### config.mk
export PLATFORM = sky130hd
export DESIGN_NAME = prc_front
export DESIGN_NICKNAME = d
export VERILOG_FILES = /design/src/rtl/prc_pkg.sv /design/src/rtl/prc_front.sv
export SDC_FILE = /design/constraint.sdc
export NUM_CORES = 1
export LEC_CHECK = 0
export ABC_CLOCK_PERIOD_IN_PS = 7510
export BUFFER_PORTS_ARGS = -buffer_cell sky130_fd_sc_hd__buf_4
export CAP_MARGIN = 20
export CORE_ASPECT_RATIO = 2
export CORE_MARGIN = 2
export CORE_UTILIZATION = 55
export CTS_CLUSTER_DIAMETER = 150
export DETAILED_ROUTE_END_ITERATION = 16
export GPL_ROUTABILITY_DRIVEN = 0
export MAX_ROUTING_LAYER = met4
export PLACE_DENSITY = 0.77
export SLEW_MARGIN = 20
export SYNTH_ARGS = -nofsm -noshare
export SYNTH_HDL_FRONTEND = slang
export SYNTH_SLANG_ARGS = --single-unit
### constraint.sdc
create_clock -name i_clk -period 7.51 [get_ports i_clk]
set_clock_uncertainty 0.15 [all_clocks]
set_input_delay 0.751 -clock i_clk [delete_from_list [all_inputs] [get_ports i_clk]]
set_output_delay 0.751 -clock i_clk [all_outputs]
set_load 0.005 [all_outputs]
### src/rtl/prc_pkg.sv
// Shared types and constants for the packet receive checker.
// No dependencies; imported by every module of the block.
package prc_pkg;

    // Configuration register indexes
    localparam logic [1:0] CFG_MAX_PAYLOAD = 2'd0;
    localparam logic [1:0] CFG_RETRY_LIMIT = 2'd1;

    // Reset values of the configuration registers
    localparam logic [11:0] MAX_PAYLOAD_RST = 12'd2048;
    localparam logic [2:0]  RETRY_LIMIT_RST = 3'd3;

    // Reply bytes and packet types
    localparam logic [7:0] BYTE_ACK  = 8'h06;
    localparam logic [7:0] BYTE_NAK  = 8'h15;
    localparam logic [7:0] TYPE_DATA = 8'h02;

    // Header length in bytes, minus one
    localparam logic [15:0] HDR_LAST = 16'd3;

    // Verdict status codes
    localparam logic [2:0] ST_OK      = 3'd0;
    localparam logic [2:0] ST_BADSUM  = 3'd1;
    localparam logic [2:0] ST_TOOLONG = 3'd2;
    localparam logic [2:0] ST_TIMEOUT = 3'd3;
    localparam logic [2:0] ST_GAVEUP  = 3'd4;

    // Result kinds
    localparam logic KIND_PAYLOAD = 1'b0;
    localparam logic KIND_VERDICT = 1'b1;

    // Queue between front and back
    localparam int QDEPTH = 4;
    localparam int QPTR_W = $clog2(QDEPTH);
    localparam int QCNT_W = $clog2(QDEPTH + 1);

    // Classified transaction passed from front to back
    typedef struct packed {
        logic        kind;
        logic [7:0]  data;
        logic [2:0]  code;
        logic        last;
        logic [15:0] plen;
    } t_entry;

endpackage

### src/rtl/prc_front.sv
// Front end: parses header, payload and footer and classifies each byte.
// Depends on prc_pkg; pushes t_entry records into prc_queue.
module prc_front
    import prc_pkg::*;
(
    input  logic        i_clk,
    input  logic        i_rst_n,
    input  logic        i_accept,
    input  logic        i_cmd,
    input  logic [7:0]  i_rx_byte,
    input  logic [15:0] i_cap,
    output logic        o_push,
    output t_entry      o_entry
);

    typedef enum logic [1:0] {
        PH_HEADER,
        PH_PAYLOAD,
        PH_FOOTER
    } t_phase;

    t_phase      r_phase, n_phase;
    logic [15:0] r_count, n_count;
    logic [7:0]  r_type, n_type;
    logic [15:0] r_len, n_len;
    logic [15:0] r_sum, n_sum;
    logic [7:0]  r_flow, n_flow;
    logic [15:0] cnt_inc;
    logic [15:0] footer;

    assign cnt_inc = r_count + 16'd1;
    assign footer  = {i_rx_byte, r_flow};

    // Parse the accepted transaction and build its result record
    always_comb begin
        n_phase = r_phase;
        n_count = r_count;
        n_type  = r_type;
        n_len   = r_len;
        n_sum   = r_sum;
        n_flow  = r_flow;
        o_push  = 1'b0;
        o_entry = '{kind: KIND_PAYLOAD, data: 8'd0, code: ST_OK, last: 1'b0, plen: 16'd0};
        if (i_accept) begin
            if (i_cmd) begin
                // timeout tick: fail the packet and restart
                o_push       = 1'b1;
                o_entry.kind = KIND_VERDICT;
                o_entry.code = ST_TIMEOUT;
                n_phase      = PH_HEADER;
                n_count      = 16'd0;
                n_sum        = 16'd0;
            end else begin
                case (r_phase)
                    PH_HEADER: begin
                        if (r_count == 16'd0) begin
                            n_type = i_rx_byte;
                        end else if (r_count == 16'd2) begin
                            n_len = {8'd0, i_rx_byte};
                        end else if (r_count == HDR_LAST) begin
                            n_len = {i_rx_byte, r_len[7:0]};
                        end
                        if (r_count >= HDR_LAST) begin
                            n_count = 16'd0;
                            n_sum   = 16'd0;
                            n_phase = (n_len == 16'd0) ? PH_FOOTER : PH_PAYLOAD;
                        end else begin
                            n_count = cnt_inc;
                        end
                    end
                    PH_PAYLOAD: begin
                        n_sum   = r_sum + {8'd0, i_rx_byte};
                        n_count = cnt_inc;
                        if (cnt_inc >= r_len) begin
                            n_count = 16'd0;
                            n_phase = PH_FOOTER;
                        end
                        o_push       = 1'b1;
                        o_entry.data = i_rx_byte;
                    end
                    PH_FOOTER: begin
                        if (r_count == 16'd0) begin
                            n_flow  = i_rx_byte;
                            n_count = 16'd1;
                        end else begin
                            o_push       = 1'b1;
                            o_entry.kind = KIND_VERDICT;
                            o_entry.last = (r_type != TYPE_DATA);
                            o_entry.plen = r_len;
                            if (r_len > i_cap) begin
                                o_entry.code = ST_TOOLONG;
                            end else if (footer != r_sum) begin
                                o_entry.code = ST_BADSUM;
                            end else begin
                                o_entry.code = ST_OK;
                            end
                            n_phase = PH_HEADER;
                            n_count = 16'd0;
                            n_sum   = 16'd0;
                        end
                    end
                    default: begin
                        n_phase = PH_HEADER;
                        n_count = 16'd0;
                        n_sum   = 16'd0;
                    end
                endcase
            end
        end
    end

    // Hold parser state
    always_ff @(posedge i_clk) begin
        if (!i_rst_n) begin
            r_phase <= PH_HEADER;
            r_count <= 16'd0;
            r_type  <= 8'd0;
            r_len   <= 16'd0;
            r_sum   <= 16'd0;
            r_flow  <= 8'd0;
        end else begin
            r_phase <= n_phase;
            r_count <= n_count;
            r_type  <= n_type;
            r_len   <= n_len;
            r_sum   <= n_sum;
            r_flow  <= n_flow;
        end
    end

endmodule

==> metrics.md <==
| Metric | Value |
|---|---|
| Status | `finished clean` |
| Die ar. | `9820 um^2` |
| CTS buffer count | `9` |
| Pin count of the biggest net entering global routing | `65` |
| Initial drt markers | `372` |
| Vias in the first global route | `4623` |
| GRT Residual Overflow | `0` |
| DRC Markers | `0` |
| Worst vdd ir | `approximately 140 uV` |
| Average wire per standard cell | `19.3 um` |
| Crit-path cells | `ha_1, and4_1, or4bb_1, nand2_1, ha_1, nand4_1, a211oi_1, nor4_1, o211ai_1, buf_4, a221oi_1, o21a_1` |
| Initial antenna violation count | `0` |
| Unrepaired setup endpoints after global routing | `false` |
| Root Buffer Master | `clkbuf_16` |
| Initial Utilization | `55.7%` |
| Synth Warn # | `0` |
| Fin Hold WS | `0.350 ns` |
| Post-synth EDFFs | `0` |
| Antenna Nets Post-Route | `0` |
| Syn Inst Count | `~590` |
| DR vias/cell | `6.29` |
| # Max-Cap Violations | `0` |
| Cells on worst reg2reg path | `12` |
| Arr. time, crit path | `3.65 ns` |
| Clock latency on the worst-skew pair | `0.34 ns` |
| Mapped cell area | `4950 um^2` |
| Slew margin rel. | `40.9%` |
| Max-slew violation total from the final report | `0` |
| H-tree depth | `3` |
| Flops & latches, synth | `66` |
| Hold buffer count at cts | `0` |
| Max clock buf depth | `2` |
| Met3 wire len | `727 um` |
| Most used DFF post-synth | `dfxtp_1` |
| Buf/Inv on CP | `1` |
| Nets | `about 710` |
| Critical-path top delay cell | `or4bb_1` |
| Critical setup path kind | `flip-flop to flip-flop` |
| Antenna Cells | `0` |
| Die width | `71.1 um` |
| CTS tree | `yes` |
| Chip Height | `138 um` |
| Uppermost layer routed | `met4` |
| Layout cells sized above 1 | `around 15%` |
| Avg Cell Area, Syn | `8.41 um^2` |
| Pre-antenna DRT Iters | `6` |
| Port Buf Inserts | `56` |
| Worst path required time | `7.64 ns` |
| Hold path cells | `2` |
| Detailed-route wire length | `14.2 mm` |
| M1 WL | `4.80 mm` |
| Synth top area cells | `dfxtp_1, ha_1, nor2b_1` |
| Fillers | `746` |
| Setup violators final | `0` |
| Setup Buffers After CTS | `0` |
| Routed via count | `between 4000 and 5000` |
| PwrDens | `155 nW/um^2` |
| Final Total Pwr | `878 uW` |
| Hold Path Class | `flip-flop to flip-flop` |
| Worst slew pin tran | `0.885 ns` |
| FFs w/ async S/R, synth | `0%` |
| Top-level I/O count | `58` |
| Net Count, Synth | `664` |
| Top delay family on crit path | `simple AND/OR/NAND/NOR gates` |
| Startpoint types | `flip-flop` |
| Clk sinks | `66` |
| Reg clk slew, reported paths | `approximately 0.060 ns` |
| Post-layout min period | `approximately 3.5 ns` |
| Most frequent cell on the critical path | `ha_1` |
| Total GRT Usage | `30.0%` |
| Maximum operating frequency | `285 MHz` |
| CP max stage delay | `0.52 ns` |
| Period utilisation layout | `46.8%` |
| Crit. End Element | `flip-flop` |
| Crit path depth | `12` |
| Distinct cells, synth | `64` |
| Cell taking the most area after synthesis | `dfxtp_1` |
| Area delta synth->final | `14.7%` |
| R2R Setup Slk | `4.00 ns` |
| Routed length on met2 | `7.53 mm` |
| DP Wirelength | `10.7 mm` |
| First-pass GRT wire length | `approximately 22 mm` |
| Core Rows | `49` |
| Final hold violations | `0` |
| PostCTS Resize Cnt | `0` |
| Final setup TNS | `0 ns` |
| Seq/Total Area, Yosys | `26.7%` |
| Leading cell type in the layout, fill and taps excluded | `dfxtp_1` |
| Top cell type's share of synthesized area | `approximately a quarter` |
| Core area | `8890 um^2` |
| Peak fanout along the critical path | `16` |
| LEAKAGE | `0.00249 uW` |
| Most frequent cells in the layout | `dfxtp_1, buf_4, inv_1` |
-- metal layers --
metal	GRT usage (%)	vias to the layer above
li1	-	2185
met1	28.3	2177
met2	51.9	204
met3	5.03	77
met4	23.2	0
met5	-	-
-- stage by stage --
step / area (um^2) / util, % / setup slack, ns / cells
3_3_place_gp: 5370 / 60.4 / 4.10 / 722
5_1_grt: 5670 / 63.8 / 3.74 / 738
4_1_cts: 5670 / 63.8 / 4.04 / 738
6_report: 5670 / 63.8 / 4.00 / 738
2_1_floorplan: 4950 / - / 4.23 / 588
3_5_place_dp: 5370 / 60.4 / 4.04 / 722
-- sequential cells by signal (all words and copies together), names as in the netlist --
register	flops
r_count	16
r_flow	8
r_len	16
r_phase	2
r_sum	16
r_type	8
-- area by class of cell --
| cell class | count | area [um^2] | area share, % |
|---|---|---|---|
| inverters | 53 | 199 | 3.51 |
| well taps | 102 | 128 | 2.25 |
| clock inverters | 5 | 63.8 | 1.12 |
| clock buffers | 11 | 243 | 4.28 |
| multi-input cells | 443 | 3280 | 57.9 |
| flip-flops and latches | 66 | 1320 | 23.3 |
| repair buffers | 58 | 435 | 7.68 |
-- final timing paths --
check | from | to
setup / recovery | r_count[0]$_SDFFE_PN0P_ | r_count[13]$_SDFFE_PN0P_
hold / removal | r_sum[15]$_SDFFE_PN0P_ | r_sum[15]$_SDFFE_PN0P_
setup reg to reg | r_count[0]$_SDFFE_PN0P_ | r_count[13]$_SDFFE_PN0P_
hold reg to reg | r_sum[15]$_SDFFE_PN0P_ | r_sum[15]$_SDFFE_PN0P_
-- cell families after synthesis --
family / synth area share (%)
other: 0.0758
flip-flops: 26.7
buffers and inverters: 6.93
AO/OA/AOI/OAI: 20.0
adder cells (fa/ha/maj): 12.3
XOR/XNOR: 5.67
multiplexers: 3.44
AND/OR/NAND/NOR: 24.9
-- tightest hold or removal path: cells and delay by family (launching register included) --
kind	cells	cell delay, ns
flip-flops	1	0.33
AO/OA/AOI/OAI	2	0.12
-- report_power, final --
group          internal (uW)  switching [uW]
sequential               354            3.25
combinational           36.4            53.7
clock                    268             163
-- cells in the mapped netlist, types with 8 or more instances --
library cell,instances
a211oi_2,10
mux2i_1,17
nor4_1,13
o21ai_0,18
nand3_1,16
nand2_1,42
xor2_1,23
nor3_1,29
and3_1,10
ha_1,47
nor2_1,13
inv_1,52
o21a_1,24
clkbuf_1,14
a21boi_0,13
dfxtp_1,66
nor2b_1,44
xnor2_1,9
nand4_1,11
a21oi_1,14
a211oi_1,9
a22oi_1,8
(Power assumes the default switching activity.)
